## config.mk

```make
export PLATFORM = sky130hd
export DESIGN_NAME = tensor_chunk_layout_planner_core
export DESIGN_NICKNAME = d
export VERILOG_FILES = /design/src/rtl/tclp_pkg.sv /design/src/rtl/tclp_seq.sv /design/src/rtl/tclp_dp.sv /design/src/rtl/tensor_chunk_layout_planner_core.sv
export VERILOG_INCLUDE_DIRS = /design/src /design/src/rtl
export SDC_FILE = /design/constraint.sdc
export NUM_CORES = 2
export LEC_CHECK = 0
export ABC_CLOCK_PERIOD_IN_PS = 28200
export BUFFER_PORTS_ARGS = -buffer_cell sky130_fd_sc_hd__buf_2
export CORE_ASPECT_RATIO = 1.1
export CORE_MARGIN = 1.5
export CORE_UTILIZATION = 67
export CTS_CLUSTER_DIAMETER = 150
export DETAILED_ROUTE_END_ITERATION = 8
export GPL_ROUTABILITY_DRIVEN = 1
export GPL_TIMING_DRIVEN = 0
export PLACE_DENSITY = 0.87
export RECOVER_POWER = 100
export SYNTH_ARGS = -nofsm -noshare
export SYNTH_HDL_FRONTEND = slang
export SYNTH_SLANG_ARGS = --single-unit
```

## constraint.sdc

```tcl
create_clock -name clk -period 28.2 [get_ports clk]
set_input_delay 2.82 -clock clk [delete_from_list [all_inputs] [get_ports clk]]
set_output_delay 2.82 -clock clk [all_outputs]
set_load 0.005 [all_outputs]
```

## src/rtl/tensor_chunk_layout_planner_core_assert.svh

```systemverilog
// Assertion macros used by the planner datapath RTL.
`ifndef TENSOR_CHUNK_LAYOUT_PLANNER_CORE_ASSERT_SVH
`define TENSOR_CHUNK_LAYOUT_PLANNER_CORE_ASSERT_SVH

// Same-cycle implication, sampled on clk, off during reset.
`define TCLP_ASSERT_IMP(lbl, ante, cons, msg) \
    lbl: assert property (@(posedge clk) disable iff (!rst_n) (ante) |-> (cons)) \
        else $error(msg);

// Next-cycle implication, sampled on clk, off during reset.
`define TCLP_ASSERT_NXT(lbl, ante, cons, msg) \
    lbl: assert property (@(posedge clk) disable iff (!rst_n) (ante) |=> (cons)) \
        else $error(msg);

`endif

```

## src/rtl/tclp_pkg.sv

```systemverilog
// Types, constants and the block-size table of the chunk layout planner.
package tclp_pkg;

    localparam int SIZE_W    = 48;
    localparam int DIM_W     = 32;
    localparam int TYPE_W    = 8;
    localparam int ADDR_W    = 49;
    localparam int CHUNK_W   = 16;
    localparam int ALIGN_W   = 17;
    localparam int NDIMS     = 4;
    localparam int HALF_W    = SIZE_W / 2;
    localparam int MUL_W     = HALF_W + DIM_W;
    localparam int FULL_W    = SIZE_W + DIM_W;
    localparam int ADD_W     = SIZE_W + 1;
    localparam int SHIFT_W   = 4;
    localparam int BB_W      = 9;
    localparam int DIV_BITS  = 4;
    localparam int DIV_STEPS = SIZE_W / DIV_BITS;
    localparam int PC_W      = 4;
    localparam int CNT_W     = 4;
    localparam int CFG_W     = 48;
    localparam int REG_IDX_W = 1;

    localparam logic [REG_IDX_W-1:0] REG_TARGET_BYTES = 1'b0;
    localparam logic [REG_IDX_W-1:0] REG_ALIGNMENT    = 1'b1;

    localparam logic [SIZE_W-1:0]  TARGET_RESET = 48'h0001_0000_0000;
    localparam logic [ALIGN_W-1:0] ALIGN_RESET  = 17'd32;

    // Microprogram addresses
    localparam logic [PC_W-1:0] PC_IDLE     = 4'd0;
    localparam logic [PC_W-1:0] PC_DIM_LO   = 4'd1;
    localparam logic [PC_W-1:0] PC_DIM_HI   = 4'd2;
    localparam logic [PC_W-1:0] PC_DIM_SUM  = 4'd3;
    localparam logic [PC_W-1:0] PC_SCALE    = 4'd4;
    localparam logic [PC_W-1:0] PC_BB_LO    = 4'd5;
    localparam logic [PC_W-1:0] PC_BB_HI    = 4'd6;
    localparam logic [PC_W-1:0] PC_BB_SUM   = 4'd7;
    localparam logic [PC_W-1:0] PC_DIV_INIT = 4'd8;
    localparam logic [PC_W-1:0] PC_DIV_STEP = 4'd9;
    localparam logic [PC_W-1:0] PC_ALIGN    = 4'd10;
    localparam logic [PC_W-1:0] PC_ACCUM    = 4'd11;
    localparam logic [PC_W-1:0] PC_EMIT     = 4'd12;

    typedef enum logic [3:0] {
        OP_NOP,
        OP_LOAD,
        OP_MUL_LO,
        OP_MUL_HI,
        OP_MUL_SUM,
        OP_SCALE,
        OP_DIV_INIT,
        OP_DIV_STEP,
        OP_ALIGN,
        OP_ACCUM,
        OP_EMIT
    } op_t;

    typedef enum logic {
        MSRC_DIM,
        MSRC_BB
    } msrc_t;

    typedef enum logic [2:0] {
        COND_NONE,
        COND_WAIT_REQ,
        COND_WAIT_OUT,
        COND_LOOP,
        COND_SAT
    } cond_t;

    typedef enum logic [1:0] {
        CNT_HOLD,
        CNT_LOAD,
        CNT_DEC
    } cnt_op_t;

    typedef struct packed {
        op_t              op;
        msrc_t            msrc;
        cond_t            cond;
        cnt_op_t          cnt_op;
        logic [CNT_W-1:0] imm;
        logic [PC_W-1:0]  target;
        logic             last;
    } uword_t;

    typedef struct packed {
        op_t   op;
        msrc_t msrc;
        logic  go;
    } dp_ctl_t;

    typedef struct packed {
        logic cnt_sat;
        logic out_busy;
    } dp_stat_t;

    typedef struct packed {
        logic [TYPE_W-1:0] type_code;
        logic [DIM_W-1:0]  dim_a;
        logic [DIM_W-1:0]  dim_b;
        logic [DIM_W-1:0]  dim_c;
        logic [DIM_W-1:0]  dim_d;
        logic [SIZE_W-1:0] source_offset;
        logic [SIZE_W-1:0] part_base;
        logic              last_tensor;
    } req_t;

    typedef struct packed {
        logic [SIZE_W-1:0]  tensor_size;
        logic [SIZE_W-1:0]  offset_in_chunk;
        logic [CHUNK_W-1:0] chunk_number;
        logic               chunk_end;
        logic [ADDR_W-1:0]  source_address;
        logic               size_overflow;
    } result_t;

    typedef struct packed {
        logic [SHIFT_W-1:0] shift;
        logic [BB_W-1:0]    bytes;
    } blk_t;

    // Elements per block as a shift (1, 32 or 256) and bytes per block.
    function automatic blk_t blk_info(input logic [TYPE_W-1:0] code);
        blk_t b;
        case (code)
            8'd0:    b = '{4'd0, 9'd4};
            8'd1:    b = '{4'd0, 9'd2};
            8'd2:    b = '{4'd5, 9'd18};
            8'd3:    b = '{4'd5, 9'd20};
            8'd4:    b = '{4'd0, 9'd4};
            8'd5:    b = '{4'd0, 9'd4};
            8'd6:    b = '{4'd5, 9'd22};
            8'd7:    b = '{4'd5, 9'd24};
            8'd8:    b = '{4'd5, 9'd34};
            8'd9:    b = '{4'd5, 9'd36};
            8'd10:   b = '{4'd8, 9'd84};
            8'd11:   b = '{4'd8, 9'd110};
            8'd12:   b = '{4'd8, 9'd144};
            8'd13:   b = '{4'd8, 9'd176};
            8'd14:   b = '{4'd8, 9'd210};
            8'd15:   b = '{4'd8, 9'd292};
            8'd16:   b = '{4'd8, 9'd66};
            8'd17:   b = '{4'd8, 9'd74};
            8'd18:   b = '{4'd8, 9'd66};
            8'd19:   b = '{4'd8, 9'd50};
            8'd20:   b = '{4'd5, 9'd18};
            8'd21:   b = '{4'd8, 9'd82};
            8'd22:   b = '{4'd8, 9'd82};
            8'd23:   b = '{4'd8, 9'd110};
            8'd24:   b = '{4'd0, 9'd1};
            8'd25:   b = '{4'd0, 9'd2};
            8'd26:   b = '{4'd0, 9'd4};
            8'd27:   b = '{4'd0, 9'd8};
            8'd28:   b = '{4'd0, 9'd8};
            8'd29:   b = '{4'd8, 9'd56};
            8'd30:   b = '{4'd0, 9'd2};
            8'd39:   b = '{4'd5, 9'd17};
            default: b = '{4'd0, 9'd4};
        endcase
        return b;
    endfunction

    function automatic uword_t uw(input op_t op, input msrc_t msrc, input cond_t cond,
                                  input cnt_op_t cnt_op, input logic [CNT_W-1:0] imm,
                                  input logic [PC_W-1:0] target, input logic last);
        uword_t w;
        w = '{op: op, msrc: msrc, cond: cond, cnt_op: cnt_op, imm: imm,
              target: target, last: last};
        return w;
    endfunction

endpackage

```

## src/rtl/tclp_seq.sv

```systemverilog
// Microprogram ROM, step counter and loop counter of the planner.
module tclp_seq import tclp_pkg::*;
(
    input  logic     clk,
    input  logic     rst_n,
    input  logic     in_valid,
    output logic     in_stall,
    input  dp_stat_t stat,
    output dp_ctl_t  ctl
);

    logic [PC_W-1:0]  pc_reg;
    logic [PC_W-1:0]  pc_next;
    logic [CNT_W-1:0] cnt_reg;
    logic [CNT_W-1:0] cnt_next;
    uword_t           word;
    logic             hold;
    logic             taken;

    function automatic uword_t rom(input logic [PC_W-1:0] addr);
        uword_t w;
        case (addr)
            PC_IDLE:     w = uw(OP_LOAD, MSRC_DIM, COND_WAIT_REQ, CNT_LOAD,
                                CNT_W'(NDIMS - 1), PC_IDLE, 1'b0);
            PC_DIM_LO:   w = uw(OP_MUL_LO, MSRC_DIM, COND_NONE, CNT_HOLD, '0, PC_IDLE, 1'b0);
            PC_DIM_HI:   w = uw(OP_MUL_HI, MSRC_DIM, COND_NONE, CNT_HOLD, '0, PC_IDLE, 1'b0);
            PC_DIM_SUM:  w = uw(OP_MUL_SUM, MSRC_DIM, COND_LOOP, CNT_DEC, '0, PC_DIM_LO, 1'b0);
            PC_SCALE:    w = uw(OP_SCALE, MSRC_BB, COND_SAT, CNT_HOLD, '0, PC_DIV_INIT, 1'b0);
            PC_BB_LO:    w = uw(OP_MUL_LO, MSRC_BB, COND_NONE, CNT_HOLD, '0, PC_IDLE, 1'b0);
            PC_BB_HI:    w = uw(OP_MUL_HI, MSRC_BB, COND_NONE, CNT_HOLD, '0, PC_IDLE, 1'b0);
            PC_BB_SUM:   w = uw(OP_MUL_SUM, MSRC_BB, COND_NONE, CNT_HOLD, '0, PC_IDLE, 1'b0);
            PC_DIV_INIT: w = uw(OP_DIV_INIT, MSRC_BB, COND_NONE, CNT_LOAD,
                                CNT_W'(DIV_STEPS - 1), PC_IDLE, 1'b0);
            PC_DIV_STEP: w = uw(OP_DIV_STEP, MSRC_BB, COND_LOOP, CNT_DEC, '0,
                                PC_DIV_STEP, 1'b0);
            PC_ALIGN:    w = uw(OP_ALIGN, MSRC_BB, COND_NONE, CNT_HOLD, '0, PC_IDLE, 1'b0);
            PC_ACCUM:    w = uw(OP_ACCUM, MSRC_BB, COND_NONE, CNT_HOLD, '0, PC_IDLE, 1'b0);
            PC_EMIT:     w = uw(OP_EMIT, MSRC_BB, COND_WAIT_OUT, CNT_HOLD, '0, PC_EMIT, 1'b1);
            default:     w = uw(OP_NOP, MSRC_DIM, COND_NONE, CNT_HOLD, '0, PC_IDLE, 1'b1);
        endcase
        return w;
    endfunction

    assign word     = rom(pc_reg);
    assign in_stall = (word.op != OP_LOAD);

    always_comb
    begin
        // hold on a wait step until its request arrives or the output frees up
        hold = ((word.cond == COND_WAIT_REQ) && in_stall) ||
               ((word.cond == COND_WAIT_REQ) && !in_valid) ||
               ((word.cond == COND_WAIT_OUT) && stat.out_busy);
        case (word.cond)
            COND_LOOP: taken = (cnt_reg != '0);
            COND_SAT:  taken = stat.cnt_sat;
            default:   taken = hold;
        endcase
        if (taken)
        begin
            pc_next = word.target;
        end
        else if (word.last)
        begin
            pc_next = PC_IDLE;
        end
        else
        begin
            pc_next = pc_reg + PC_W'(1);
        end
        cnt_next = cnt_reg;
        if (!hold)
        begin
            case (word.cnt_op)
                CNT_LOAD: cnt_next = word.imm;
                CNT_DEC:  cnt_next = cnt_reg - CNT_W'(1);
                default:  cnt_next = cnt_reg;
            endcase
        end
        ctl.op   = word.op;
        ctl.msrc = word.msrc;
        ctl.go   = !hold;
    end

    always_ff @(posedge clk or negedge rst_n)
    begin
        if (!rst_n)
        begin
            pc_reg  <= PC_IDLE;
            cnt_reg <= '0;
        end
        else
        begin
            pc_reg  <= pc_next;
            cnt_reg <= cnt_next;
        end
    end

endmodule

```

## src/rtl/tclp_dp.sv

```systemverilog
// Datapath of the planner: shared multiplier, remainder unit, chunk state, result register.
`include "tensor_chunk_layout_planner_core_assert.svh"

module tclp_dp import tclp_pkg::*;
#(
    parameter int SIZE_BITS = 48
)
(
    input  logic                 clk,
    input  logic                 rst_n,
    input  dp_ctl_t              ctl,
    output dp_stat_t             stat,
    input  logic                 cfg_write,
    input  logic [REG_IDX_W-1:0] cfg_index,
    input  logic [CFG_W-1:0]     cfg_data,
    input  req_t                 in_data,
    output logic                 out_valid,
    input  logic                 out_stall,
    output result_t              out_data
);

    localparam logic [SIZE_W-1:0] LIMIT = (SIZE_BITS >= SIZE_W) ? {SIZE_W{1'b1}} :
                                          SIZE_W'((64'd1 << SIZE_BITS) - 64'd1);

    logic [SIZE_W-1:0]  target_reg;
    logic [ALIGN_W-1:0] align_reg;
    logic [DIM_W-1:0]   dim_reg [NDIMS];
    logic [SHIFT_W-1:0] shift_reg;
    logic [BB_W-1:0]    bb_reg;
    logic               last_reg;
    logic [ADDR_W-1:0]  src_reg;
    logic [SIZE_W-1:0]  n_reg;
    logic [SIZE_W-1:0]  bytes_reg;
    logic [MUL_W-1:0]   mul_reg;
    logic [MUL_W-1:0]   part_reg;
    logic [ALIGN_W-1:0] rem_reg;
    logic [SIZE_W-1:0]  dq_reg;
    logic               sat_reg;
    logic               ovf_reg;
    logic [SIZE_W-1:0]  total_reg;
    logic [SIZE_W-1:0]  chunk_total_reg;
    logic [CHUNK_W-1:0] chunk_cnt_reg;
    result_t            out_reg;
    logic               out_valid_reg;

    blk_t               blk;
    logic [HALF_W-1:0]  mul_a;
    logic [DIM_W-1:0]   mul_b;
    logic [MUL_W-1:0]   mul_p;
    logic [FULL_W-1:0]  full;
    logic               full_big;
    logic [ALIGN_W-1:0] align_eff;
    logic [ALIGN_W-1:0] pad;
    logic [ALIGN_W-1:0] rem_step;
    logic [ADD_W-1:0]   add_sum;
    logic               add_big;
    logic               close;
    logic               emit;

    assign blk       = blk_info(in_data.type_code);
    assign mul_a     = (ctl.op == OP_MUL_LO) ? n_reg[HALF_W-1:0] : n_reg[SIZE_W-1:HALF_W];
    assign mul_b     = (ctl.msrc == MSRC_DIM) ? dim_reg[0] : DIM_W'(bb_reg);
    assign mul_p     = MUL_W'(mul_a) * MUL_W'(mul_b);
    assign full      = FULL_W'(part_reg) + (FULL_W'(mul_reg) << HALF_W);
    assign full_big  = (full > FULL_W'(LIMIT));
    assign align_eff = (align_reg == '0) ? ALIGN_W'(1) : align_reg;
    assign pad       = (rem_reg == '0) ? '0 : (align_eff - rem_reg);
    assign add_sum   = ADD_W'(n_reg) + ((ctl.op == OP_ALIGN) ? ADD_W'(pad) :
                                                            ADD_W'(chunk_total_reg));
    assign add_big   = (add_sum > ADD_W'(LIMIT));
    assign close     = last_reg || (total_reg >= target_reg);
    assign emit      = ctl.go && (ctl.op == OP_EMIT);

    // restoring remainder, a few dividend bits per step
    always_comb
    begin
        logic [ALIGN_W:0] t;
        rem_step = rem_reg;
        for (int k = 0; k < DIV_BITS; k++)
        begin
            t = {rem_step, dq_reg[SIZE_W-1-k]};
            if (t >= {1'b0, align_eff})
            begin
                t = t - {1'b0, align_eff};
            end
            rem_step = t[ALIGN_W-1:0];
        end
    end

    assign stat.cnt_sat  = sat_reg;
    assign stat.out_busy = out_valid_reg && out_stall;
    assign out_valid     = out_valid_reg;
    assign out_data      = out_reg;

    always_ff @(posedge clk or negedge rst_n)
    begin
        if (!rst_n)
        begin
            target_reg <= TARGET_RESET;
            align_reg  <= ALIGN_RESET;
        end
        else if (cfg_write)
        begin
            case (cfg_index)
                REG_TARGET_BYTES: target_reg <= cfg_data[SIZE_W-1:0];
                REG_ALIGNMENT:    align_reg  <= cfg_data[ALIGN_W-1:0];
                default:          ;
            endcase
        end
    end

    // work registers, no reset needed
    always_ff @(posedge clk)
    begin
        if (ctl.go)
        begin
            case (ctl.op)
                OP_LOAD:
                begin
                    dim_reg[0] <= in_data.dim_a;
                    dim_reg[1] <= in_data.dim_b;
                    dim_reg[2] <= in_data.dim_c;
                    dim_reg[3] <= in_data.dim_d;
                    shift_reg  <= blk.shift;
                    bb_reg     <= blk.bytes;
                    last_reg   <= in_data.last_tensor;
                    src_reg    <= ADDR_W'(in_data.source_offset) + ADDR_W'(in_data.part_base);
                    n_reg      <= SIZE_W'(1);
                end
                OP_MUL_LO:
                begin
                    mul_reg <= mul_p;
                end
                OP_MUL_HI:
                begin
                    part_reg <= mul_reg;
                    mul_reg  <= mul_p;
                end
                OP_MUL_SUM:
                begin
                    n_reg <= full_big ? LIMIT : full[SIZE_W-1:0];
                    if (ctl.msrc == MSRC_DIM)
                    begin
                        for (int i = 0; i < NDIMS - 1; i++)
                        begin
                            dim_reg[i] <= dim_reg[i+1];
                        end
                    end
                end
                OP_SCALE:
                begin
                    n_reg <= sat_reg ? LIMIT : (n_reg >> shift_reg);
                end
                OP_DIV_INIT:
                begin
                    bytes_reg <= n_reg;
                    dq_reg    <= n_reg;
                    rem_reg   <= '0;
                end
                OP_DIV_STEP:
                begin
                    rem_reg <= rem_step;
                    dq_reg  <= dq_reg << DIV_BITS;
                end
                OP_ALIGN:
                begin
                    n_reg <= add_big ? LIMIT : add_sum[SIZE_W-1:0];
                end
                OP_ACCUM:
                begin
                    total_reg <= add_big ? LIMIT : add_sum[SIZE_W-1:0];
                end
                OP_EMIT:
                begin
                    out_reg.tensor_size     <= bytes_reg;
                    out_reg.offset_in_chunk <= chunk_total_reg;
                    out_reg.chunk_number    <= chunk_cnt_reg;
                    out_reg.chunk_end       <= close;
                    out_reg.source_address  <= src_reg;
                    out_reg.size_overflow   <= ovf_reg;
                end
                default: ;
            endcase
        end
    end

    // flags, chunk state and result handshake
    always_ff @(posedge clk or negedge rst_n)
    begin
        if (!rst_n)
        begin
            sat_reg         <= 1'b0;
            ovf_reg         <= 1'b0;
            chunk_total_reg <= '0;
            chunk_cnt_reg   <= '0;
            out_valid_reg   <= 1'b0;
        end
        else
        begin
            if (ctl.go)
            begin
                case (ctl.op)
                    OP_LOAD:
                    begin
                        sat_reg <= 1'b0;
                        ovf_reg <= 1'b0;
                    end
                    OP_MUL_SUM:
                    begin
                        if (ctl.msrc == MSRC_DIM)
                        begin
                            sat_reg <= sat_reg | full_big;
                        end
                        else
                        begin
                            ovf_reg <= ovf_reg | full_big;
                        end
                    end
                    OP_SCALE:
                    begin
                        ovf_reg <= ovf_reg | sat_reg;
                    end
                    OP_ALIGN, OP_ACCUM:
                    begin
                        ovf_reg <= ovf_reg | add_big;
                    end
                    OP_EMIT:
                    begin
                        if (last_reg)
                        begin
                            chunk_total_reg <= '0;
                            chunk_cnt_reg   <= '0;
                        end
                        else if (close)
                        begin
                            chunk_total_reg <= '0;
                            chunk_cnt_reg   <= chunk_cnt_reg + CHUNK_W'(1);
                        end
                        else
                        begin
                            chunk_total_reg <= total_reg;
                        end
                    end
                    default: ;
                endcase
            end
            if (emit)
            begin
                out_valid_reg <= 1'b1;
            end
            else if (!out_stall)
            begin
                out_valid_reg <= 1'b0;
            end
        end
    end

    `TCLP_ASSERT_IMP(a_total_in_range, 1'b1, chunk_total_reg <= LIMIT,
        "chunk total above size limit")
    `TCLP_ASSERT_IMP(a_rem_below_align, ctl.op == OP_ALIGN, rem_reg < align_eff,
        "remainder not below alignment")
    `TCLP_ASSERT_NXT(a_last_clears, emit && last_reg,
        chunk_cnt_reg == '0 && chunk_total_reg == '0, "last tensor did not clear chunk state")
    `TCLP_ASSERT_NXT(a_sat_result, emit && sat_reg,
        out_valid_reg && out_reg.size_overflow && out_reg.tensor_size == LIMIT,
        "saturated count not reported")

endmodule

```

## src/rtl/tensor_chunk_layout_planner_core.sv

```systemverilog
// The microprogram takes a request, then runs four dimension multiplies of three steps on the
// shared 24x32 multiplier, one byte multiply (skipped when the element count saturates),
// a 12-step remainder unit (4 bits a step), alignment, accumulation and the result emit;
// the next request is taken only once the result of the last one is registered.
// Reset is asynchronous active low: chunk total and counter clear, target is 2^32 bytes,
// alignment is 32 bytes; no clearing pass.
module tensor_chunk_layout_planner_core import tclp_pkg::*;
#(
    parameter int SIZE_BITS = 48
)
(
    input  logic                 clk,
    input  logic                 rst_n,
    input  logic                 cfg_write,
    input  logic [REG_IDX_W-1:0] cfg_index,
    input  logic [CFG_W-1:0]     cfg_data,
    input  logic                 in_valid,
    output logic                 in_stall,
    input  req_t                 in_data,
    output logic                 out_valid,
    input  logic                 out_stall,
    output result_t              out_data
);

    dp_ctl_t  ctl;
    dp_stat_t stat;

    tclp_seq u_seq (
        .clk      (clk),
        .rst_n    (rst_n),
        .in_valid (in_valid),
        .in_stall (in_stall),
        .stat     (stat),
        .ctl      (ctl)
    );

    tclp_dp #(
        .SIZE_BITS (SIZE_BITS)
    ) u_dp (
        .clk       (clk),
        .rst_n     (rst_n),
        .ctl       (ctl),
        .stat      (stat),
        .cfg_write (cfg_write),
        .cfg_index (cfg_index),
        .cfg_data  (cfg_data),
        .in_data   (in_data),
        .out_valid (out_valid),
        .out_stall (out_stall),
        .out_data  (out_data)
    );

endmodule

```

; Yosys cells after proc, flatten, opt, wreduce, memory -nomap -nowiden
; Memories as Yosys holds them, arrays and structs flattened. A register that Yosys moved wholly into a read port is not among the register bits.
; Index checks and enable logic that the tools add are counted.
[totals]
memories = 3
reg_bits = 678
mem_bits_rw = 128
rom_bits = 1040
inputBits = 287
[memory_table]
columns = memory, words, width, read_ports, rd_clocked_by_memory_dff, write_ports, line_no
row1 = (no name shown), 64, 12, 1, 1, 0, tclp_pkg.sv:127  ; case (code)
row2 = (no name shown), 16, 17, 1, 0, 0, tclp_seq.sv:22  ; case (addr)
row3 = u_dp.dim_reg, 4, 32, 4, 0, 4, tclp_dp.sv:27  ; logic [DIM_W-1:0] dim_reg [NDIMS];
[classes]
bitwise_logic = 9
muxes = 39
eq_ne = 20
shifts = 1
reduce_logical = 37
order_cmp = 7
add_sub_neg = 11
multipliers = 1
[op_table]
columns = op, count
row1 = 2-to-1 mux 48 bit, 6
row2 = case mux 48 bit (4 select lines), 1
row3 = 2-to-1 mux 32 bit, 4
row4 = 2-to-1 mux 17 bit, 6
row5 = case mux 48 bit (2 select lines), 1
row6 = subtractor 17 bit, 5
row7 = adder 56 x 80 -> 80 bit, 1
row8 = "greater-than comparator 80 x 48 -> 1 bit, second input constant", 1
row9 = greater-or-equal comparator 18 x 17 -> 1 bit, 4
row10 = multiplier 24 x 32 -> 56 bit, 1
row11 = adder 48 x 48 -> 49 bit, 1
row12 = adder 48 x 49 -> 49 bit, 1
row13 = "greater-than comparator 49 x 48 -> 1 bit, second input constant", 1
row14 = greater-or-equal comparator 48 bit, 1
row15 = right shift 48 x 4 -> 48 bit, 1
row16 = logical NOT 17 bit, 2
row17 = case mux 17 bit (2 select lines), 1
row18 = 2-to-1 mux 16 bit, 2
row19 = 2-to-1 mux 24 bit, 1
row20 = AND reduction 2 bit, 11
row21 = "adder 16 x 1 -> 16 bit, second input constant", 1
row22 = "== test 4 x 3 -> 1 bit, second input constant", 4
row23 = "== test 4 bit, second input constant", 3
row24 = nonzero test 4 bit, 3
row25 = other kinds (26), 62

; Logic depth before layout (Yosys ltp)
[depth]
word_depth = 11
mapped_depth = 53

; Modules after synthesis
; A second synthesis with hierarchy kept.
[hier_totals]
cells_unflattened = 6771
hier_area_um2 = 68664.6
[modules_own_cells]
columns = mod, area_per_inst_um2, n_inst, seq_area_each_um2, cells_per_inst
row1 = tclp_dp, 67927.6, 1, 23515.1, 6681
row2 = tclp_seq, 737.0, 1, 200.2, 90

; Least setup slack after synthesis
; Ideal clock, no wire load.
[synth_path]
kind = register to register
startpoint = reg u_dp.align_reg[6]
endpoint = reg u_dp.rem_reg[10], data pin
path_stages_with_launch = 51
required_time_ps = 28053
path_slack_ps = 16638
arrival_time_ps = 11415
cell_sequence = dfrtp_1 > inv_1 > nand4_1 > nor3_1 > a31o_2 > ha_1 > inv_1 > fa_1 > a211oi_1 > o21ai_0 > a2111oi_0 > nor4_1 > or2_2 > clkbuf_1 > clkbuf_1 > mux2_2 > ha_1 > nor2b_1 > [15 not listed] > or2_2 > o31ai_1 > mux2i_1 > buf_2 > mux2i_1 > fa_1 > a211oi_1 > o21bai_1 > a221o_1 > a211o_1 > nand2_1 > o211ai_1 > nor3_1 > o21ai_0 > a211oi_2 > clkbuf_1 > nand3_1 > a21oi_1
[synth_via]
elab_chain_len = 11
[synth_lines]
columns = element, line_no
row1 = "start, declared", tclp_dp.sv:26  ; logic [ALIGN_W-1:0] align_reg;
row2 = "start signal, assigned", tclp_dp.sv:106  ; REG_ALIGNMENT: align_reg <= cfg_data[ALIGN_W-1:0];
row3 = logical NOT 17 bit, tclp_dp.sv:66  ; assign align_eff = (align_reg == '0) ? ALIGN_W'(1) : align_reg;
row4 = 2-to-1 mux 17 bit (*), tclp_dp.sv:66
row5 = subtractor 17 bit or greater-or-equal comparator 18 x 17 -> 1 bit (tied branches), "tclp_dp.sv:84, tclp_dp.sv:82"
row6 = 2-to-1 mux 17 bit, tclp_dp.sv:82  ; if (t >= {1'b0, align_eff})
row7 = subtractor 17 bit or greater-or-equal comparator 18 x 17 -> 1 bit (tied branches), "tclp_dp.sv:84, tclp_dp.sv:82"
row8 = 2-to-1 mux 17 bit, tclp_dp.sv:82
row9 = subtractor 17 bit or greater-or-equal comparator 18 x 17 -> 1 bit (tied branches), "tclp_dp.sv:84, tclp_dp.sv:82"
row10 = 2-to-1 mux 17 bit, tclp_dp.sv:82
row11 = subtractor 17 bit or greater-or-equal comparator 18 x 17 -> 1 bit (tied branches), "tclp_dp.sv:84, tclp_dp.sv:82"
row12 = 2-to-1 mux 17 bit (*), tclp_dp.sv:82
row13 = case mux 17 bit (2 select lines) (*), tclp_dp.sv:117  ; case (ctl.op)
row14 = "end signal, assigned", tclp_dp.sv:162  ; rem_reg <= rem_step;
row15 = "end, declared", tclp_dp.sv:36  ; logic [ALIGN_W-1:0] rem_reg;
; Mark *: on every way between the ends. The rest lies on a longest branch, timed or not.
; A chain may end at the register's enable or synchronous reset.

; Worst setup path in the final report
[layout_path]
startpoint = reg u_dp.align_reg[13]
endpoint = reg u_dp.rem_reg[12], data pin
; Same word-level chain as after synthesis.

==> qor.yml <==
status: "finished, violations left"
violations: "max-capacitance violations, max-slew violations"
grt_max_degree: 99
grt_pass1_vias: 58200
ys_ff_latch: 813
rsz0062_at_grt: "no"
yosys.area.top_type: "edfxtp_1"
critPathCaptureType: "register"
crit_fanout: 10
synth_edf_count: 673
cts_sinks: 813
cts_buffers: 87
dieHeight_um: 340
fp.dieArea_um2: 105000
max_freq_mhz: 59.9
vias: 56900
final_common_cell: "nand2_1"
drive_gt1_share_pct: 9.30
final_cell_mix: "nand2_1, inv_1, edfxtp_1, fa_1, nor2_1"
port_buffers: 449
fp.dieW_um: 309
rows: 123
pin_count: 452
synthCells: 6886
ant_nets: 0
crit_arrival_ns: 17.18
fin_tns_setup_ns: 0
tightest_slew_ns: 5.28
syn-cell-area_um2: 69000
num-nets-final: 8856
ys.flop_type: "edfxtp_1"
firstDrtPassIters: 8
viasPerCell: 6.38
synthDistinctLibCells: 87
cts_tree: "yes"
seq_area_um2: 23700
max-slew-margin-rel_pct: -252
synth_nets: 8294
crit_slowest_cell: "a2111oi_0"
ys_async_sr_fraction_pct: 17.2
postCtsSetupBuffers: 0
min_period_ns: 16.69
drt-total-wl_um: 231000
largest_reg_flops: 163
wl_per_cell_um: 26.0
finalClockSkew_ns: 0.0644
required_ns: 28.69
gp_congestion: 1.09
multi_input_area_um2: 40900
grt_pass1_wl_um: 344000
critPathKind: "reg -> reg"
coreArea_um2: 102000
synth_top_area_share_pct: 29.3
synth_area_per_cell_um2: 10.0
ctsHoldBuffers: 0
min_path_type: "reg -> reg"
ys_seq_area_share_pct: 34.4
drtIter0Drc: 6052
maxSlewViolCount: 678
grtUsageTotal_pct: 44.4
worstSetupStartpointType: "register"
h-tree-depth: 3
cap_viol_max_count: 22
clock_tree.buffer_depth: 3
drc_errors: 0
fin_crit_sh_pct: 59.2
syn_to_final_growth_pct: 10.0
cpPeakStageDelay_ns: 1.02
fill_cells: 7237
grt_overflow: 0
floorplan.initialDensity_pct: 67.5
cts_resized: 0
finalSetupViolCount: 0
clock_latency_ns: 0.73
antenna_found_initial: 18
path_clk_slew_ns: 0.06
synth.area.top_cells: "edfxtp_1, fa_1, ha_1, nand2_1, dfrtp_1"
ys_warn_count: 0
cts-root-buf: "clkbuf_16"
place_hpwl_um: 182000
finalHoldViolCount: 0
==> per-stage QoR <==
stage	hold slack, ns	area (um^2)	utilization [%]	instances	setup slack [ns]
2_1_floorplan	0.400	69000	-	6886	16.64
3_3_place_gp	0.400	72900	71.4	8710	13.89
3_5_place_dp	0.405	73500	71.9	8734	13.72
4_1_cts	0.407	76400	74.8	8894	13.63
5_1_grt	0.408	75900	74.2	8900	10.54
6_report	0.406	75900	74.2	8906	11.51
==> cell usage after synthesis, drive strengths merged, types with 9 or more instances <==
master / instances
a211o: 17
o21a: 39
o21ai: 345
fa: 666
o31ai: 25
a21o: 135
nand4: 96
nand2: 1060
dfrtp: 138
a22o: 14
nor4: 30
edfxtp: 673
a31oi: 32
and3: 42
nand2b: 54
o211ai: 22
mux2: 178
or3: 28
nor3: 76
o31a: 15
o22ai: 10
o2111ai: 20
and2: 99
clkbuf: 282
buf: 26
nor2b: 50
nand3: 102
xnor2: 144
a31o: 12
mux4: 9
a211oi: 40
o21bai: 42
or2: 20
mux2i: 95
inv: 836
nor2: 462
a21oi: 287
ha: 455
xor2: 66
a21boi: 12
a2111oi: 11
==> final timing paths <==
path | start | end | slack [ns] | cells past startpoint
min | u_dp.bytes_reg[44] | u_dp.out_data[159] | 0.41 | 0
max | u_dp.align_reg[13] | u_dp.rem_reg[12] | 11.51 | 49
min reg2reg | u_dp.bytes_reg[44] | u_dp.out_data[159] | 0.41 | 0
max reg2reg | u_dp.align_reg[13] | u_dp.rem_reg[12] | 11.51 | 49
min in group asynchronous | rst_n | u_dp.chunk_cnt_reg[15] | 2.84 | 1
max in group asynchronous | rst_n | u_dp.align_reg[14] | 19.28 | 2
==> area by class of cell <==
| type | count | share of cell area, % |
|---|---|---|
| clock inverters | 59 | 0.826 |
| repair buffers | 473 | 2.91 |
| clock buffers | 101 | 3.06 |
| plain buffers | 308 | 1.56 |
| multi-input cells | 4929 | 54.0 |
| diodes | 12 | 0.0396 |
| inverters | 836 | 4.14 |
| flip-flops and latches | 813 | 31.3 |
| well taps | 1375 | 2.27 |
==> kinds of logic (layout without fill, tap and decap cells) <==
| group | Yosys count | count (layout) | share of synthesized area, % |
|---|---|---|---|
| simple gates | 2152 | 2152 | 13.8 |
| xor+xnor | 210 | 210 | 2.67 |
| buf+inv | 1144 | 1777 | 6.27 |
| compound gates | 1164 | 1164 | 10.7 |
| flops | 813 | 813 | 34.4 |
| mux | 282 | 282 | 4.58 |
| other cells | 0 | 12 | 0 |
| fa+ha+maj | 1121 | 1121 | 27.6 |
==> critical path, delay by kind of cell (launching register included) <==
family | cells | cell delay [ns]
AOI/OAI and AO/OA | 24 | 7.89
buffers and inverters | 7 | 2.89
and+or+nand+nor | 10 | 1.98
adders and majority gates | 5 | 1.88
muxes | 3 | 1.42
DFF | 1 | 0.39
==> layer usage <==
layer  vias to the layer above  share of wire, %  GRT usage (%)
met5                         -             0.056              0
met4                        18                11           38.3
met3                      1257                11           12.4
met2                      3778                45           70.8
met1                     27300                33           49.0
li1                      24500                 -              -
Power is not shown: default switching activity piles up to over one toggle a cycle in this logic, so the estimate is an artifact.
